### src/rtl/tcc_pkg.sv
// Shared types and constants for the touch coordinate calibrator.
// Used by tcc_div and touch_coordinate_calibrator_top; no dependencies.
package tcc_pkg;

  // Field and register widths
  localparam int RAW_W    = 13;
  localparam int COORD_W  = 12;
  localparam int BYTE_W   = 8;
  localparam int MODE_W   = 4;
  localparam int CFG_IDX_W = 3;
  localparam int CFG_DAT_W = 13;
  localparam int RAW_DROP = 3;

  // Low ends of the screen ranges
  localparam int SCREEN_MIN_X = 0;
  localparam int SCREEN_MIN_Y = 0;

  // Divider sizing: magnitude of (raw - lo) * span over magnitude of (hi - lo)
  localparam int MAG_W   = RAW_W;
  localparam int DVD_W   = 2 * MAG_W;
  localparam int DVS_W   = MAG_W;
  localparam int DIV_ITER = DVD_W / 2;
  localparam int DIV_CNT_W = $clog2(DIV_ITER);

  // Mode flag bit positions
  localparam int MODE_MIRROR_X = 0;
  localparam int MODE_MIRROR_Y = 1;
  localparam int MODE_PAIR     = 2;
  localparam int MODE_SWAP     = 3;

  // Configuration register indexes
  typedef enum logic [CFG_IDX_W-1:0] {
    REG_RAW_LOW_X    = 3'd0,
    REG_RAW_HIGH_X   = 3'd1,
    REG_RAW_LOW_Y    = 3'd2,
    REG_RAW_HIGH_Y   = 3'd3,
    REG_SCREEN_MAX_X = 3'd4,
    REG_SCREEN_MAX_Y = 3'd5,
    REG_MODE_FLAGS   = 3'd6
  } tcc_reg_t;

  // Divider request and response
  typedef struct packed {
    logic             start;
    logic [DVD_W-1:0] dividend;
    logic [DVS_W-1:0] divisor;
  } tcc_div_req_t;

  typedef struct packed {
    logic             done;
    logic [DVD_W-1:0] quotient;
  } tcc_div_rsp_t;

endpackage

### src/rtl/tcc_div.sv
// Unsigned restoring divider, two quotient bits per cycle.
// Depends on tcc_pkg for widths and the request/response structs.
module tcc_div (
  input  logic                  clk,
  input  logic                  rst_n,
  input  tcc_pkg::tcc_div_req_t req,
  output tcc_pkg::tcc_div_rsp_t rsp
);
  import tcc_pkg::*;

  logic                 busy_r;
  logic                 done_r;
  logic [DIV_CNT_W-1:0] cnt_r;
  logic [DVS_W-1:0]     rem_r;
  logic [DVS_W-1:0]     dvs_r;
  logic [DVD_W-1:0]     quo_r;

  logic [DVS_W:0]   t1, t2;
  logic [DVS_W-1:0] r1, r2;
  logic             b1, b2;

  // Two dependent shift-compare-subtract steps
  always_comb begin
    t1 = {rem_r, quo_r[DVD_W-1]};
    b1 = (t1 >= {1'b0, dvs_r});
    r1 = b1 ? DVS_W'(t1 - {1'b0, dvs_r}) : t1[DVS_W-1:0];
    t2 = {r1, quo_r[DVD_W-2]};
    b2 = (t2 >= {1'b0, dvs_r});
    r2 = b2 ? DVS_W'(t2 - {1'b0, dvs_r}) : t2[DVS_W-1:0];
  end

  // Load on start, iterate while busy, pulse done after the last step
  always_ff @(posedge clk) begin
    if (!rst_n) begin
      busy_r <= 1'b0;
      done_r <= 1'b0;
      cnt_r  <= '0;
    end else begin
      done_r <= 1'b0;
      if (req.start) begin
        busy_r <= 1'b1;
        cnt_r  <= '0;
        rem_r  <= '0;
        dvs_r  <= req.divisor;
        quo_r  <= req.dividend;
      end else if (busy_r) begin
        rem_r <= r2;
        quo_r <= {quo_r[DVD_W-3:0], b1, b2};
        cnt_r <= cnt_r + 1'b1;
        if (cnt_r == DIV_CNT_W'(DIV_ITER - 1)) begin
          busy_r <= 1'b0;
          done_r <= 1'b1;
        end
      end
    end
  end

  assign rsp.done     = done_r;
  assign rsp.quotient = quo_r;

`ifndef NO_ASSERTIONS
  a_no_restart : assert property (@(posedge clk) disable iff (!rst_n)
    req.start |-> !busy_r)
    else $error("divider restarted while busy");
  a_done_after_busy : assert property (@(posedge clk) disable iff (!rst_n)
    done_r |-> ($past(busy_r) && !busy_r))
    else $error("divider done without a finished run");
  a_cnt_bound : assert property (@(posedge clk) disable iff (!rst_n)
    busy_r |-> (cnt_r < DIV_CNT_W'(DIV_ITER)))
    else $error("divider step count out of range");
`endif

endmodule

### src/rtl/touch_coordinate_calibrator_top.sv
// One item is in work at a time; the next is accepted once the last has finished.
// Each item goes through the serial divider, which makes two quotient bits per cycle.
// The input is stalled while an item is in work; a finished result waits in an
// output register, and the last step waits only if that register is still held.
// Synchronous active-low reset restores calibration registers and clears pair state.
// Depends on tcc_pkg and tcc_div.
module touch_coordinate_calibrator_top (
  input  logic                           clk,
  input  logic                           rst_n,
  // input channel
  input  logic                           in_valid,
  output logic                           in_stall,
  input  logic                           in_channel,
  input  logic [tcc_pkg::BYTE_W-1:0]     in_high_byte,
  input  logic [tcc_pkg::BYTE_W-1:0]     in_low_byte,
  // result channel
  output logic                           out_valid,
  input  logic                           out_stall,
  output logic                           out_axis,
  output logic [tcc_pkg::COORD_W-1:0]    out_coordinate,
  // configuration
  input  logic                           cfg_valid,
  output logic                           cfg_ready,
  input  logic [tcc_pkg::CFG_IDX_W-1:0]  cfg_index,
  input  logic [tcc_pkg::CFG_DAT_W-1:0]  cfg_data
);
  import tcc_pkg::*;

  typedef enum logic [2:0] {
    S_IDLE,
    S_PREP,
    S_MUL,
    S_WAIT,
    S_FIN
  } state_t;

  localparam int V_W = DVD_W + 2;

  // Configuration registers
  logic [RAW_W-1:0]   raw_low_x_r, raw_high_x_r, raw_low_y_r, raw_high_y_r;
  logic [COORD_W-1:0] screen_max_x_r, screen_max_y_r;
  logic [MODE_W-1:0]  mode_r;

  // Sequencer and datapath registers
  state_t             state_r, state_nxt;
  logic               ch_r;
  logic [RAW_W-1:0]   raw_r;
  logic [MAG_W-1:0]   mag_raw_r, mag_span_r, mag_den_r;
  logic               neg_r, den_zero_r;
  logic [1:0]         pend_r;
  logic [COORD_W-1:0] first_r [2];
  logic               out_valid_r, out_axis_r;
  logic [COORD_W-1:0] out_coord_r;

  tcc_div_req_t div_req;
  tcc_div_rsp_t div_rsp;

  // Per-channel calibration selection
  logic [RAW_W-1:0]       lo_sel, hi_sel;
  logic [COORD_W-1:0]     omax_sel;
  logic signed [RAW_W:0]  d_raw, d_den;
  logic signed [RAW_W-1:0] d_span;
  logic signed [V_W-1:0]  omin_v, omax_v, q_s, v_lin, v_mir;
  logic                   mirror, gate, pair_mode, emit, advance;
  logic [COORD_W-1:0]     val;

  always_comb begin
    lo_sel   = ch_r ? raw_low_y_r  : raw_low_x_r;
    hi_sel   = ch_r ? raw_high_y_r : raw_high_x_r;
    omax_sel = ch_r ? screen_max_y_r : screen_max_x_r;
    omin_v   = ch_r ? V_W'(SCREEN_MIN_Y) : V_W'(SCREEN_MIN_X);
    omax_v   = $signed({{(V_W-COORD_W){1'b0}}, omax_sel});
    mirror   = ch_r ? mode_r[MODE_MIRROR_Y] : mode_r[MODE_MIRROR_X];
    d_raw    = $signed({1'b0, raw_r}) - $signed({1'b0, lo_sel});
    d_den    = $signed({1'b0, hi_sel}) - $signed({1'b0, lo_sel});
    d_span   = $signed({1'b0, omax_sel}) - $signed(RAW_W'(omin_v));
  end

  // Sign, offset, mirror and gate the quotient
  always_comb begin
    q_s   = neg_r ? -$signed({2'b00, div_rsp.quotient})
                  :  $signed({2'b00, div_rsp.quotient});
    v_lin = q_s + omin_v;
    v_mir = mirror ? (omax_v - v_lin) : v_lin;
    gate  = !den_zero_r && (v_mir > omin_v) && (v_mir < omax_v);
    val   = gate ? v_mir[COORD_W-1:0] : '0;
    pair_mode = mode_r[MODE_PAIR];
    emit    = !pair_mode || (pend_r[ch_r] && (first_r[ch_r] == val));
    advance = !emit || !out_valid_r || !out_stall;
  end

  // Divider request: the product is registered inside the divider
  always_comb begin
    div_req.start    = (state_r == S_MUL);
    div_req.dividend = DVD_W'(mag_raw_r * mag_span_r);
    div_req.divisor  = mag_den_r;
  end

  tcc_div u_div (
    .clk   (clk),
    .rst_n (rst_n),
    .req   (div_req),
    .rsp   (div_rsp)
  );

  // Sequencer next state
  always_comb begin
    state_nxt = state_r;
    unique case (state_r)
      S_IDLE: if (in_valid) state_nxt = S_PREP;
      S_PREP: state_nxt = S_MUL;
      S_MUL:  state_nxt = S_WAIT;
      S_WAIT: if (div_rsp.done) state_nxt = S_FIN;
      S_FIN:  if (advance) state_nxt = S_IDLE;
      default: state_nxt = S_IDLE;
    endcase
  end

  // Hold state, datapath, pair state and the output register
  always_ff @(posedge clk) begin
    if (!rst_n) begin
      state_r     <= S_IDLE;
      pend_r      <= '0;
      out_valid_r <= 1'b0;
    end else begin
      state_r <= state_nxt;
      // drop the result once taken
      if (out_valid_r && !out_stall && !(state_r == S_FIN && advance && emit))
        out_valid_r <= 1'b0;
      // capture a transaction
      if (state_r == S_IDLE && in_valid) begin
        ch_r  <= in_channel;
        raw_r <= {in_high_byte, in_low_byte[BYTE_W-1:RAW_DROP]};
      end
      // take magnitudes and the quotient sign
      if (state_r == S_PREP) begin
        mag_raw_r  <= d_raw[RAW_W]  ? MAG_W'(-d_raw) : MAG_W'(d_raw);
        mag_den_r  <= d_den[RAW_W]  ? MAG_W'(-d_den) : MAG_W'(d_den);
        mag_span_r <= d_span[RAW_W-1] ? MAG_W'(-d_span) : MAG_W'(d_span);
        neg_r      <= d_raw[RAW_W] ^ d_den[RAW_W] ^ d_span[RAW_W-1];
        den_zero_r <= (d_den == '0);
      end
      // finish: pair bookkeeping and result
      if (state_r == S_FIN && advance) begin
        if (pair_mode) begin
          if (!pend_r[ch_r]) begin
            first_r[ch_r] <= val;
            pend_r[ch_r]  <= 1'b1;
          end else begin
            pend_r[ch_r] <= 1'b0;
          end
        end
        if (emit) begin
          out_valid_r <= 1'b1;
          out_axis_r  <= ch_r ^ mode_r[MODE_SWAP];
          out_coord_r <= val;
        end
      end
    end
  end

  // Configuration writes
  always_ff @(posedge clk) begin
    if (!rst_n) begin
      raw_low_x_r    <= RAW_W'(200);
      raw_high_x_r   <= RAW_W'(3900);
      raw_low_y_r    <= RAW_W'(200);
      raw_high_y_r   <= RAW_W'(3900);
      screen_max_x_r <= COORD_W'(240);
      screen_max_y_r <= COORD_W'(320);
      mode_r         <= '0;
    end else if (cfg_valid) begin
      unique case (cfg_index)
        REG_RAW_LOW_X:    raw_low_x_r    <= cfg_data[RAW_W-1:0];
        REG_RAW_HIGH_X:   raw_high_x_r   <= cfg_data[RAW_W-1:0];
        REG_RAW_LOW_Y:    raw_low_y_r    <= cfg_data[RAW_W-1:0];
        REG_RAW_HIGH_Y:   raw_high_y_r   <= cfg_data[RAW_W-1:0];
        REG_SCREEN_MAX_X: screen_max_x_r <= cfg_data[COORD_W-1:0];
        REG_SCREEN_MAX_Y: screen_max_y_r <= cfg_data[COORD_W-1:0];
        REG_MODE_FLAGS:   mode_r         <= cfg_data[MODE_W-1:0];
        default: ;
      endcase
    end
  end

  assign in_stall       = (state_r != S_IDLE);
  assign cfg_ready      = 1'b1;
  assign out_valid      = out_valid_r;
  assign out_axis       = out_axis_r;
  assign out_coordinate = out_coord_r;

`ifndef NO_ASSERTIONS
  a_done_in_wait : assert property (@(posedge clk) disable iff (!rst_n)
    div_rsp.done |-> (state_r == S_WAIT))
    else $error("divider finished outside the wait state");
  a_pend_at_fin : assert property (@(posedge clk) disable iff (!rst_n)
    (pend_r != $past(pend_r)) |-> ($past(state_r) == S_FIN && $past(pair_mode)))
    else $error("pair state changed outside the finish step");
  a_no_overwrite : assert property (@(posedge clk) disable iff (!rst_n)
    (out_valid_r && out_stall) |=> (out_valid_r && $stable(out_coord_r)))
    else $error("held result overwritten");
`endif

endmodule
### config.mk
export PLATFORM = sky130hd
export DESIGN_NAME = touch_coordinate_calibrator_top
export DESIGN_NICKNAME = d
export VERILOG_FILES = /design/src/rtl/tcc_pkg.sv /design/src/rtl/tcc_div.sv /design/src/rtl/touch_coordinate_calibrator_top.sv
export SDC_FILE = /design/constraint.sdc
export NUM_CORES = 1
export LEC_CHECK = 0
export BUFFER_PORTS_ARGS = -buffer_cell sky130_fd_sc_hd__buf_2
export CAP_MARGIN = 10
export CORE_MARGIN = 2
export CORE_UTILIZATION = 35
export CTS_CLUSTER_SIZE = 25
export DETAILED_ROUTE_END_ITERATION = 10
export GPL_ROUTABILITY_DRIVEN = 1
export PLACE_DENSITY = 0.59
export SLEW_MARGIN = 40
export SYNTH_ARGS = -nofsm -noshare
export SYNTH_HDL_FRONTEND = slang
export SYNTH_SLANG_ARGS = --single-unit
### constraint.sdc
create_clock -name clk -period 7.1 [get_ports clk]
set_input_delay 2.13 -clock clk [delete_from_list [all_inputs] [get_ports clk]]
set_output_delay 2.13 -clock clk [all_outputs]
set_load 0.01 [all_outputs]
# == After elaboration in Yosys (flattened, before gate mapping) ==
# Memory sizes are Yosys's and may differ from the RTL's. A register that Yosys moved wholly into a read port is not among the register bits.
# Cells that the tools add are included.
# op_classes
n_lt_le_gt_ge,6
n_mul,1
reduce_logical,39
n_bitwise,7
n_mux,36
addsub,9
n_eq_ne,15
# op_table
cell,n
13-bit two-way mux,7
28-bit two-way mux,2
26-bit two-way mux,2
14-bit by 13-bit >= comparator with 1-bit output,2
28-bit by 1-bit greater-than comparator with 1-bit output (second input constant),1
28-bit by 13-bit less-than comparator with 1-bit output,1
26-bit negation with 28-bit output,1
13-bit by 13-bit subtractor with 14-bit output,2
13-bit by 28-bit subtractor with 28-bit output,1
13-bit negation,2
13-bit subtractor,2
13-bit by 12-bit multiplier with 25-bit output,1
12-bit two-way mux,2
2-bit AND reduction,12
1-bit two-way mux,17
3-bit one-hot mux with 5 select lines,1
14-bit zero test,1
12-bit equality test,1
3-bit by 2-bit equality test with 1-bit output (second input constant),4
3-bit equality test (second input constant),4
1-bit logical AND,9
3-bit two-way mux,3
3-bit by 1-bit equality test with 1-bit output (second input constant),2
1-bit zero test,6
other kinds (20),27
# word_totals
regBits,211
input_bits,38
wordCells,139
ram_bits,24
mem_count,1
# mem_list
memory,depth,width,rd,rd_ports_with_merged_regs,write_ports,line_no,text
first_r,2,12,1,1,1,touch_coordinate_calibrator_top.sv:51,logic [COORD_W-1:0] first_r [2];

# == Logic depth before layout (Yosys ltp) ==
# Gate-level depths: netlist of the first run.
# depth
word_depth,21
ltp_mapped,36
mapped_depth_nobuf,32

# == By module ==
# Synthesis of the first run repeated with hierarchy kept, for this count alone.
# unflattened
hier_cells,2122
hier_area_um2,19756.4
# by_module_without_submodules
module,n_inst,cells_each,area_per_inst_um2
touch_coordinate_calibrator_top,1,1790,15915.3
tcc_div,1,332,3841.2

# == Worst setup path after synthesis of the first run ==
# Ideal clock, no wire load.
# synth_path
path_type,register to register
startpoint,register ch_r
endpoint,"register out_axis_r (netlist: out_axis), enable pin"
setup_slack_ns,0.110
required_ns,6.718
stages_incl_launch_ff,27
period_less_slack_ns,6.990
arrival_time_ns,6.607
setup_ns,0.382
path_cell_list,edfxtp_1 clkbuf_1 clkbuf_1 mux2i_1 inv_1 ha_1 nor2b_1 o31ai_1 a21oi_1 or3_1 a31oi_1 inv_1 ha_1 a21oi_1 o21ai_0 a2111o_1 a211oi_1 o21ai_0 a221oi_1 nand4_1 or4_1 or4_1 o31ai_1 o22ai_1 o31ai_1 nand3_1 nor2_1
# synth_between
elab_chain_len,15
# synth_lines
item,line_no,text
start: declaration,touch_coordinate_calibrator_top.sv:46,logic ch_r;
start signal: assignment,touch_coordinate_calibrator_top.sv:132,ch_r <= in_channel;
12-bit two-way mux *,touch_coordinate_calibrator_top.sv:70,omax_sel = ch_r ? screen_max_y_r : screen_max_x_r;
net d_span[2],touch_coordinate_calibrator_top.sv:62,logic signed [RAW_W-1:0] d_span;
13-bit by 28-bit subtractor with 28-bit output,touch_coordinate_calibrator_top.sv:84,v_mir = mirror ? (omax_v - v_lin) : v_lin;
28-bit two-way mux,touch_coordinate_calibrator_top.sv:84,
28-bit by 1-bit greater-than comparator with 1-bit output,touch_coordinate_calibrator_top.sv:85,gate = !den_zero_r && (v_mir > omin_v) && (v_mir < omax_v);
1-bit logical AND (2 in series),touch_coordinate_calibrator_top.sv:85,
12-bit two-way mux *,touch_coordinate_calibrator_top.sv:86,val = gate ? v_mir[COORD_W-1:0] : '0;
12-bit equality test *,touch_coordinate_calibrator_top.sv:88,emit = !pair_mode || (pend_r[ch_r] && (first_r[ch_r] == val));
1-bit logical AND *,touch_coordinate_calibrator_top.sv:88,
1-bit logical OR *,touch_coordinate_calibrator_top.sv:88,
1-bit zero test,touch_coordinate_calibrator_top.sv:89,advance = !emit || !out_valid_r || !out_stall;
1-bit logical OR (2 in series),touch_coordinate_calibrator_top.sv:89,
1-bit logical AND,touch_coordinate_calibrator_top.sv:144,if (state_r == S_FIN && advance) begin
3-bit AND reduction (no line) *,--,
end signal: assignment,touch_coordinate_calibrator_top.sv:155,out_axis_r <= ch_r ^ mode_r[MODE_SWAP];
end: declaration,touch_coordinate_calibrator_top.sv:52,"logic out_valid_r, out_axis_r;"
# Mark *: on every way through the listed nets, which the timed path passes. The rest lies on a longest branch. The select of a mux whose other input is x is not followed.
# A chain may end at the register's enable or synchronous reset.

# == Final worst setup path of the first run ==
# layout_path
startpoint,register u_div.quo_r[0]
endpoint,"register out_coord_r[7] (netlist: out_coordinate[7]), enable pin"
# layout_between
elab_chain_len,16
# layout_lines
item,line_no,text
start: declaration,tcc_div.sv:16,logic [DVD_W-1:0] quo_r;
start signal: assignment,tcc_div.sv:45,quo_r <= req.dividend;
start signal: assignment,tcc_div.sv:48,"quo_r <= {quo_r[DVD_W-3:0], b1, b2};"
26-bit negation with 28-bit output,touch_coordinate_calibrator_top.sv:81,"q_s = neg_r ? -$signed({2'b00, div_rsp.quotient})"
28-bit two-way mux *,touch_coordinate_calibrator_top.sv:81,
13-bit by 28-bit subtractor with 28-bit output,touch_coordinate_calibrator_top.sv:84,
28-bit two-way mux *,touch_coordinate_calibrator_top.sv:84,
28-bit by 1-bit greater-than comparator with 1-bit output,touch_coordinate_calibrator_top.sv:85,
1-bit logical AND (2 in series),touch_coordinate_calibrator_top.sv:85,
12-bit two-way mux *,touch_coordinate_calibrator_top.sv:86,
12-bit equality test *,touch_coordinate_calibrator_top.sv:88,
1-bit logical AND *,touch_coordinate_calibrator_top.sv:88,
1-bit logical OR *,touch_coordinate_calibrator_top.sv:88,
1-bit zero test,touch_coordinate_calibrator_top.sv:89,
1-bit logical OR (2 in series),touch_coordinate_calibrator_top.sv:89,
1-bit logical AND,touch_coordinate_calibrator_top.sv:144,
3-bit AND reduction (no line) *,--,
end signal: assignment,touch_coordinate_calibrator_top.sv:156,out_coord_r <= val;
end: declaration,touch_coordinate_calibrator_top.sv:53,logic [COORD_W-1:0] out_coord_r;
# Every way passes the cells marked *; elsewhere a longest branch is shown, timed or not.

==> key figures, run 1 <==
Placement
  – Final RePlAce weighted congestion: 0.909
  – Port bufs: 49
  – DP HPWL: 38900 um
  – Placed cells: 2926

Layout
  – Most frequent cells in the layout: 354 x nand2_1, 215 x inv_1, 143 x edfxtp_1
  – Fin cells: 2980
  – Layout area overhead: 13.3%
  – Final Util: 40.0%
  – Diode count: 0
  – Share of cells above drive strength 1: 11.9%
  – Commonest non-fill, non-tap cell in the layout: nand2_1
  – Final nets: 2508

STA
  – Final hold viol count: 0
  – Endpoints failing setup: 0
  – Clock Skews: 0.0262 ns
  – Hold WS: 0.420 ns
  – Worst slew pin tran: 0.778 ns
  – Peak Freq: 0.149 GHz
  – Max-Slew Margin vs Limit: 46.7%
  – Slew Viols, Final: 0
  – Period Utilization, post-route: 94.8%
  – Final Critical Period: 6.73 ns

Clock tree
  – Clk slew on worst S/H paths: 0.06 ns
  – CTS buffer count: 27
  – Htree depth: 1
  – CTS root buffer: clkbuf_16
  – Clock tree buffer depth: 3
  – Hold_buf cts: 0
  – # clock sinks: 236
  – TritonCTS clock tree: done
  – Clock Latency Late Sink: 0.56 ns

Hold path
  – Hold WC Path Type: flop to flop
  – Worst hold start: mag_den_r[8]

Logic synthesis
  – Post-synth EDFFs: 143
  – Synth async-reset ratio: 0%
  – Share of the synthesized area in the top cell type: 22.1%
  – Yosys reg bits: 236
  – Cell taking the most area after synthesis: edfxtp_1
  – Yosys warning total: 0
  – Mapped Area: 19400 um2
  – Mapped Nets: 2431
  – Sequential-to-total area share from yosys stat: 31.7%
  – Post-Syn Instances: 2134
  – Synth cell types: 85
  – Synth Flop Type: edfxtp_1
  – Area contributors post-synth: edfxtp_1 22%, fa_1 12%, dfxtp_1 9.6%
  – Mean Syn Cell Area: 9.10 um2

Power and ir drop
  – Maximum vdd drop: 0.148 mV
  – Lkg Pwr: 9.29 nW
  – Pwr Total: 4.67 mW
  – PwrDens: 212 nW/um2

Drt
  – 1st-pass router iterations: 5
  – Initial DRC count: 852
  – Total number of vias: 15300
  – WL per Instance: 17.0 um
  – DRC: 0
  – Final wirelength: 50600 um
  – Antenna-violating nets left: 0
  – Vias per Instance: 5.13

Outcome
  – Status: finished, final reports clean

Global routing
  – GR Overflow Total: 0
  – Total GRT Usage: 18.0%
  – First-pass GRT wire length: 82600 um
  – Initial antenna violation count: 0
  – Largest net degree at the start of global routing: 66
  – Vias in the first global route: 15600

Floorplan
  – Chip Width: 240 um
  – Row count: 86
  – Io pins: 54
  – Die area: 57400 um2
  – Core area: 55000 um2
  – Initial core utilization: 35.3%
  – Die Y-Extent: 240 um

Worst setup path
  – Critical path arrival: 7.00 ns
  – Critical Path RT: 7.37 ns
  – RR Startpoint: u_div.quo_r[0]
  – Critical Path Sink Type: flop
  – Crit Path Max Fanout: 7
  – Setup crit start: u_div.quo_r[0]
  – CP startpoint kind: flop
  – WS Path Type: flop to flop

Run
  – MaxCap Viol Count: 0
==> Yosys cell counts, types with 4 or more instances <==
cell	n
nand2_1	354
or3_1	17
a21boi_0	66
inv_1	215
clkbuf_1	82
a211o_1	8
a211oi_1	12
nor3_1	31
edfxtp_1	143
a21o_1	23
fa_1	115
nor2b_1	19
and2_1	56
o211a_1	4
xor2_1	37
mux2_2	27
and3_1	7
o31a_1	6
a21oi_1	71
o21bai_1	10
o21a_1	9
xnor2_1	71
nand3b_1	4
or2_2	6
nand2b_1	14
nor3b_1	4
nand3_1	50
nor2_1	138
o41ai_1	4
o31ai_1	11
nand4_1	21
a41oi_1	6
or4_1	9
a31oi_1	15
nor4b_1	6
o22ai_1	4
nor4_1	8
mux2i_1	57
dfxtp_1	93
o211ai_1	5
ha_1	144
o21ai_0	88
==> repair_timing <==
item | CTS | global route
pin swaps | 0 | 14
setup endpoints to repair | 14 | 32
setup buffers | 0 | 3
resized for setup | 5 | 34
cloned | 0 | 1
==> cell families (layout without fill, tap and decap cells) <==
group | after synthesis | after routing | share of synthesized area (%)
simple gates | 766 | 766 | 18.6
compound gates | 375 | 375 | 13.1
buf+inv | 304 | 402 | 5.95
fa+ha+maj | 259 | 259 | 21.1
flops | 236 | 236 | 31.7
xor+xnor | 109 | 109 | 4.96
mux | 84 | 84 | 4.51
other cells | 1 | 1 | 0.0193
==> final cells by class <==
class,instances,area (um2)
well taps,748,936
fillers,5469,33000
multi-input cells,1594,12300
repair buffers,137,926
clock buffers,33,708
inverters,215,807
flip-flops and latches,236,6160
clock inverters,17,160
==> routing by layer <==
metal	wire, um	vias up	GRT usage [%]	part of all wire (%)
li1	-	7456	-	-
met1	23000	7429	24.0	46
met2	23600	343	29.9	47
met3	2550	69	2.81	5.1
met4	1410	0	5.55	2.8
met5	0	-	0	0
==> worst paths after layout <==
check | end | depth (start not counted) | slack (ns)
max reg2reg | out_coordinate[7] | 25 | 0.37
min reg2reg | u_div.dvs_r[8] | 0 | 0.42
max | out_coordinate[7] | 25 | 0.37
min | u_div.dvs_r[8] | 0 | 0.42
==> stage by stage <==
stage	setup slack, ns	TNS [ns]	cell area, um2
after floorplan	0.110	0	19400
after global placement	-0.158	-2.04	20900
after detailed placement	-0.113	-1.45	20900
after CTS	0.0139	0	21800
after global routing	-0.0786	-0.753	22000
final	0.369	0	22000
==> sequential cells by signal, indices dropped and copies added (netlist names), 12 cells and up, named ones only <==
name	cells
u_div.dvs_r	13
raw_low_y_r	13
first_r	24
mag_den_r	13
out_coordinate	12
raw_r	13
u_div.rem_r	13
mag_span_r	12
screen_max_y_r	12
mag_raw_r	13
u_div.quo_r	26
raw_low_x_r	13
screen_max_x_r	12
raw_high_y_r	13
raw_high_x_r	13
==> power by group <==
| group | internal [mW] | switching [mW] | total [mW] |
|---|---|---|---|
| registers | 1.52 | 0.0601 | 1.58 |
| clock network | 0.789 | 0.580 | 1.37 |
| logic | 0.743 | 0.979 | 1.72 |
| total | 3.05 | 1.62 | 4.67 |
==> critical path, stage by stage (launching register included) <==
cell and delay [ns]:
edfxtp_1 0.44, or4_4 0.57, o41ai_1 0.32, xor2_1 0.26, ha_1 0.33, a21oi_1 0.16, o21ai_1 0.11, or3_1 0.36
a31oi_4 0.20, inv_1 0.08, ha_1 0.31, a21oi_1 0.12, o21ai_0 0.09, a2111o_1 0.34, a211oi_2 0.23, o21ai_1 0.14
a221oi_2 0.18, nand4_1 0.12, or4_4 0.44, or4_1 0.55, o31ai_2 0.11, o22ai_2 0.18, o31ai_4 0.28, nand3_2 0.14
nor2_4 0.18, buf_6 0.16
Note: power is estimated with default switching activity, not from simulation.
==> run 2, diff against run 1 <==
--- a/config.mk
+++ b/config.mk
@@ -5,15 +5,16 @@
 export SDC_FILE = /design/constraint.sdc
 export NUM_CORES = 1
 export LEC_CHECK = 0
-export BUFFER_PORTS_ARGS = -buffer_cell sky130_fd_sc_hd__buf_2
 export CAP_MARGIN = 10
 export CORE_MARGIN = 2
 export CORE_UTILIZATION = 35
 export CTS_CLUSTER_SIZE = 25
 export DETAILED_ROUTE_END_ITERATION = 10
+export DONT_BUFFER_PORTS = 1
 export GPL_ROUTABILITY_DRIVEN = 1
-export PLACE_DENSITY = 0.59
+export PLACE_DENSITY = 0.58
 export SLEW_MARGIN = 40
 export SYNTH_ARGS = -nofsm -noshare
 export SYNTH_HDL_FRONTEND = slang
+export SYNTH_HIERARCHICAL = 1
 export SYNTH_SLANG_ARGS = --single-unit
==> key figures, run 2 <==
Logic synthesis
  – Post-Syn Instances: 2122
  – Synth async-reset ratio: 0%
  – Cell taking the most area after synthesis: edfxtp_1
  – Yosys reg bits: 236
  – Synth Flop Type: edfxtp_1
  – Mapped Nets: 2419
  – Mean Syn Cell Area: 9.31 um2
  – Share of the synthesized area in the top cell type: 21.7%
  – Area contributors post-synth: edfxtp_1 22%, fa_1 12%, dfxtp_1 9.4%
  – Mapped Area: 19800 um2
  – Sequential-to-total area share from yosys stat: 31.2%
  – Commonest cells post-synth: 338 x nand2_1, 211 x inv_1, 144 x ha_1
  – Most frequent cell after synthesis: nand2_1
  – Post-synth EDFFs: 143
  – Synth cell types: 95
  – Yosys warning total: 6

Layout
  – Diode count: 0
  – Max reg flops: 26
  – Top flop regs: u_div/quo_r x26, first_r x24
  – Share of cells above drive strength 1: 9.58%
  – Final nets: 2416
  – Most frequent cells in the layout: 337 x nand2_1, 209 x inv_1, 144 x ha_1
  – Reg with most FFs: u_div/quo_r
  – Layout area overhead: 10.2%
  – Commonest non-fill, non-tap cell in the layout: nand2_1
  – Finished layout cell area: 21800 um2

Clock tree
  – Clk slew on worst S/H paths: 0.07 ns
  – TritonCTS clock tree: done
  – CTS root buffer: clkbuf_16
  – CTS buffer count: 26
  – Htree depth: 1
  – Clock tree buffer depth: 3
  – Hold_buf cts: 0
  – Clock Latency Late Sink: 0.56 ns
  – # clock sinks: 236

Worst setup path
  – Worst reg2reg endpoint: out_coordinate[10]
  – Max stage delay on crit path: 0.62 ns
  – R2R depth: 28
  – Crit Path Max Fanout: 13
  – Worst R2R Setup Slack: 0.32 ns
  – Critical path arrival: 7.10 ns
  – CP top delay family: compound AO/OA/AOI/OAI gates
  – RR Startpoint: ch_r
  – CP startpoint kind: flop
  – Critical Path Sink Type: flop
  – Buf/Inv on CP: 6
  – WS Path Type: flop to flop
  – Critical Path RT: 7.42 ns
  – Worst path slowest cell: edfxtp_1

Outcome
  – Status: finished, final reports clean

Hold path
  – Min-Delay Endpoint: u_div/dvs_r[10]
  – Hold WC Path Type: flop to flop
  – WHS Path Cells: 0
  – Worst hold start: mag_den_r[10]

Placement
  – DP HPWL: 38200 um
  – Post-DP Area: 20800 um2
  – Port bufs: 0
  – Final RePlAce weighted congestion: 0.871

Global routing
  – GR Overflow Total: 0
  – Initial antenna violation count: 2
  – Total GRT Usage: 16.7%
  – First-pass GRT wire length: 79900 um
  – Largest net degree at the start of global routing: 95
  – Vias in the first global route: 15100

Power and ir drop
  – Lkg Pwr: 9.05 nW
  – PwrDens: 252 nW/um2
  – Maximum vdd drop: 0.199 mV

STA
  – Endpoints failing setup: 0
  – TNS Setup: 0 ns
  – Final hold viol count: 0
  – Max-Slew Margin vs Limit: 46.9%
  – Peak Freq: 0.147 GHz
  – Clock Skews: 0.0133 ns
  – Final Critical Period: 6.78 ns
  – Slew Viols, Final: 0
  – Worst slew pin tran: 0.793 ns
  – Period Utilization, post-route: 95.5%

Run
  – MaxCap Viol Count: 0

Drt
  – DRC: 0
  – Final wirelength: 49400 um
  – Antenna-violating nets left: 0
  – Total number of vias: 15000
  – WL per Instance: 17.0 um
  – Vias per Instance: 5.18
  – Initial DRC count: 1053
  – 1st-pass router iterations: 5

Floorplan
  – Io pins: 54
  – Initial core utilization: 35.2%
  – Chip Width: 242 um
  – Row count: 87
  – Die area: 58400 um2
  – Die Y-Extent: 242 um
  – Core area: 56100 um2
==> run 2: changes by cell type after synthesis, sizes merged, moves of 12 or more <==
cell	before	now
nor2	138	94
mux2	27	51
o21ai	91	75
nand2	354	339
a21oi	72	58
clkbuf	82	69
o21a	9	22
nor2b	19	31
==> run 2: worst max path at each step <==
stage / startpoint / end / slack, ns / depth (start not counted)
CTS: u_div/quo_r[1] / out_coordinate[10] / 0.02 / 31
finish: ch_r / out_coordinate[10] / 0.32 / 28
floorplan: neg_r / out_axis / 0.13 / 27
detailed placement: u_div/quo_r[1] / out_coordinate[10] / -0.18 / 31
global route: u_div/quo_r[1] / out_coordinate[10] / -0.02 / 31
global placement: u_div/quo_r[1] / out_coordinate[10] / -0.18 / 29
==> run 2: routing by layer <==
metal | track usage, % | routed length, um
met1 | 22.2 | 22400
met2 | 29.0 | 23700
met3 | 2.04 | 2330
met4 | 4.04 | 932
met5 | 0 | 0
==> run 2: layout make-up <==
class	instances	area [um2]
repair buffers	51	395
fillers	5557	34300
clock buffers	37	840
flip-flops and latches	236	6160
clock inverters	11	81.3
well taps	756	946
inverters	211	792
multi-input cells	1593	12600
==> run 2: cell families (layout without fill, tap and decap cells) <==
group,Yosys count,count (layout),share of synthesized area (%)
DFF,236,236,31.2
AOI/OAI and AO/OA,350,350,12.8
other,2,2,0.0380
adders and majority gates,259,259,20.8
muxes,105,105,5.70
xor gates and xnor gates,121,121,5.36
buffers and inverters,293,310,5.76
and+or+nand+nor,756,756,18.4
==> run 2: report_power, final <==
part	total, mW	leakage (nW)	internal, mW	switching [mW]
Combinational	2.42	6.46	1.05	1.36
Clock	1.42	0.459	0.834	0.587
Sequential	1.66	2.13	1.57	0.0891
Total	5.49	9.05	3.46	2.04
==> run 2: timing repair <==
| item | in CTS | in global routing |
|---|---|---|
| resized for setup | 4 | 15 |
| gates cloned | 0 | 0 |
| setup endpoints to repair | 17 | 30 |
| pin swaps | 0 | 5 |
| buffers inserted | 0 | 3 |
==> run 2: per-stage QoR <==
step	setup slack, ns	power (mW)	utilization [%]	instances	hold WS [ns]
global placement	-0.180	4.03	37.0	2843	0.404
detailed placement	-0.180	4.07	37.0	2843	0.407
floorplan	0.131	3.51	-	2122	0.400
finish	0.316	5.49	38.8	2895	0.413
CTS	0.0226	5.53	38.7	2891	0.416
global route	-0.0189	5.89	38.8	2895	0.420
==> run 3, diff against run 2 <==
--- a/config.mk
+++ b/config.mk
@@ -6,13 +6,15 @@
 export NUM_CORES = 1
 export LEC_CHECK = 0
 export CAP_MARGIN = 10
+export CELL_PAD_IN_SITES_DETAIL_PLACEMENT = 2
+export CELL_PAD_IN_SITES_GLOBAL_PLACEMENT = 2
 export CORE_MARGIN = 2
 export CORE_UTILIZATION = 35
 export CTS_CLUSTER_SIZE = 25
 export DETAILED_ROUTE_END_ITERATION = 10
 export DONT_BUFFER_PORTS = 1
 export GPL_ROUTABILITY_DRIVEN = 1
-export PLACE_DENSITY = 0.58
+export PLACE_DENSITY = 0.79
 export SLEW_MARGIN = 40
 export SYNTH_ARGS = -nofsm -noshare
 export SYNTH_HDL_FRONTEND = slang
==> key figures, run 3 (same netlist as run 2, synthesis figures left out) <==
Layout
  – Share of cells above drive strength 1: 11.1%
  – Final Util: 39.3%
  – Max reg flops: 26
  – Final nets: 2436
  – Commonest non-fill, non-tap cell in the layout: nand2_1
  – Layout area overhead: 11.5%
  – Most frequent cells in the layout: 336 x nand2_1, 210 x inv_1, 143 x edfxtp_1
  – Top flop regs: u_div/quo_r x26, first_r x24
  – Reg with most FFs: u_div/quo_r

Drt
  – 1st-pass router iterations: 5
  – Vias per Instance: 5.42
  – DRC: 0
  – Antenna-violating nets left: 0
  – Initial DRC count: 729
  – WL per Instance: 22.6 um
  – Total number of vias: 15800
  – Final wirelength: 66000 um

Floorplan
  – Row count: 87
  – Die area: 58400 um2
  – Chip Width: 242 um
  – Die Y-Extent: 242 um
  – Core area: 56100 um2
  – Io pins: 54
  – Initial core utilization: 35.2%

Placement
  – DP HPWL: 49500 um
  – Port bufs: 0
  – Final RePlAce weighted congestion: 0.825

Worst setup path
  – WS Path Type: flop to flop
  – Max stage delay on crit path: 0.51 ns
  – Critical Path RT: 7.41 ns
  – Critical Path Sink Type: flop
  – CP startpoint kind: flop
  – Critical path arrival: 7.39 ns
  – Crit Path Max Fanout: 13
  – Worst path slowest cell: or4_1
  – RR Startpoint: u_div/quo_r[1]
  – Setup crit start: u_div/quo_r[1]

Hold path
  – Hold WC Path Type: flop to flop
  – Worst hold start: mag_den_r[6]

STA
  – Clock Skews: 0.0120 ns
  – Peak Freq: 0.141 GHz
  – Endpoints failing setup: 0
  – Worst slew pin tran: 0.826 ns
  – Period Utilization, post-route: 99.7%
  – Final Critical Period: 7.08 ns
  – Final hold viol count: 0
  – Max-Slew Margin vs Limit: 44.4%
  – TNS Setup: 0 ns
  – Slew Viols, Final: 0

Clock tree
  – Clock tree buffer depth: 3
  – CTS root buffer: clkbuf_16
  – # clock sinks: 236
  – CTS buffer count: 26
  – Clock Latency Late Sink: 0.55 ns
  – Clk slew on worst S/H paths: 0.07 ns
  – TritonCTS clock tree: done
  – Htree depth: 1

Outcome
  – Status: finished, final reports clean

Global routing
  – Vias in the first global route: 17900
  – Total GRT Usage: 21.6%
  – Initial antenna violation count: 1
  – First-pass GRT wire length: 101000 um
  – Largest net degree at the start of global routing: 95
  – GR Overflow Total: 0

Power and ir drop
  – Maximum vdd drop: 0.188 mV
  – PwrDens: 256 nW/um2
  – Lkg Pwr: 9.16 nW

Run
  – MaxCap Viol Count: 0
[run 3: metrics by stage]
| step | setup slack, ns | total power, mW | area [um2] | hold slack [ns] | instances |
|---|---|---|---|---|---|
| floorplan | 0.131 | 3.51 | 19800 | 0.400 | 2122 |
| global placement | -0.186 | 4.06 | 20800 | 0.403 | 2847 |
| detailed placement | -0.519 | 4.22 | 20800 | 0.407 | 2847 |
| CTS | 0.0109 | 5.61 | 21700 | 0.422 | 2897 |
| global route | -0.287 | 6.01 | 22000 | 0.428 | 2915 |
| finish | 0.0201 | 5.63 | 22000 | 0.419 | 2916 |
[run 3: final cells by class]
type,count,area (um2)
fillers,6077,34000
multi-input cells,1593,12700
flip-flops and latches,236,6160
well taps,756,946
inverters,211,792
clock buffers,35,768
repair buffers,71,571
clock inverters,13,71.3
diodes,1,2.50
[run 3: path summary, 6_finish.rpt]
check	endpoint	slack, ns	cells past startpoint
hold / removal	u_div/dvs_r[6]	0.42	0
hold reg to reg	u_div/dvs_r[6]	0.42	0
setup reg to reg	out_coordinate[9]	0.02	29
setup / recovery	out_coordinate[9]	0.02	29
[run 3: worst max-delay path, delay by kind of cell, from the launching register on]
family / cells / cell delay [ns]
simple gates: 7 / 1.68
xor+xnor: 2 / 0.31
flops: 1 / 0.46
buf+inv: 5 / 0.78
compound gates: 10 / 2.10
fa+ha+maj: 3 / 0.84
mux: 2 / 0.65
[run 3: where the power goes]
part / internal (mW) / switching [mW] / leakage, nW
clock: 0.762 / 0.592 / 0.426
combinational: 1.09 / 1.52 / 6.60
sequential: 1.57 / 0.0958 / 2.13
[run 3: timing repair]
action	in CTS	in global routing
endpoints found under the setup margin	53	18
gates cloned	0	0
gates resized for setup	7	34
setup buffers	2	17
hold buffers	0	0
pin swaps	4	18
[run 3: routing by layer]
metal,GRT usage [%],part of all wire (%),vias to the layer above,wire length [um]
met3,2.05,3.0,105,1990
li1,-,-,7315,-
met2,40.2,52,264,34300
met5,0,0,-,0
met4,6.92,3.2,0,2140
met1,26.1,42,8132,27600
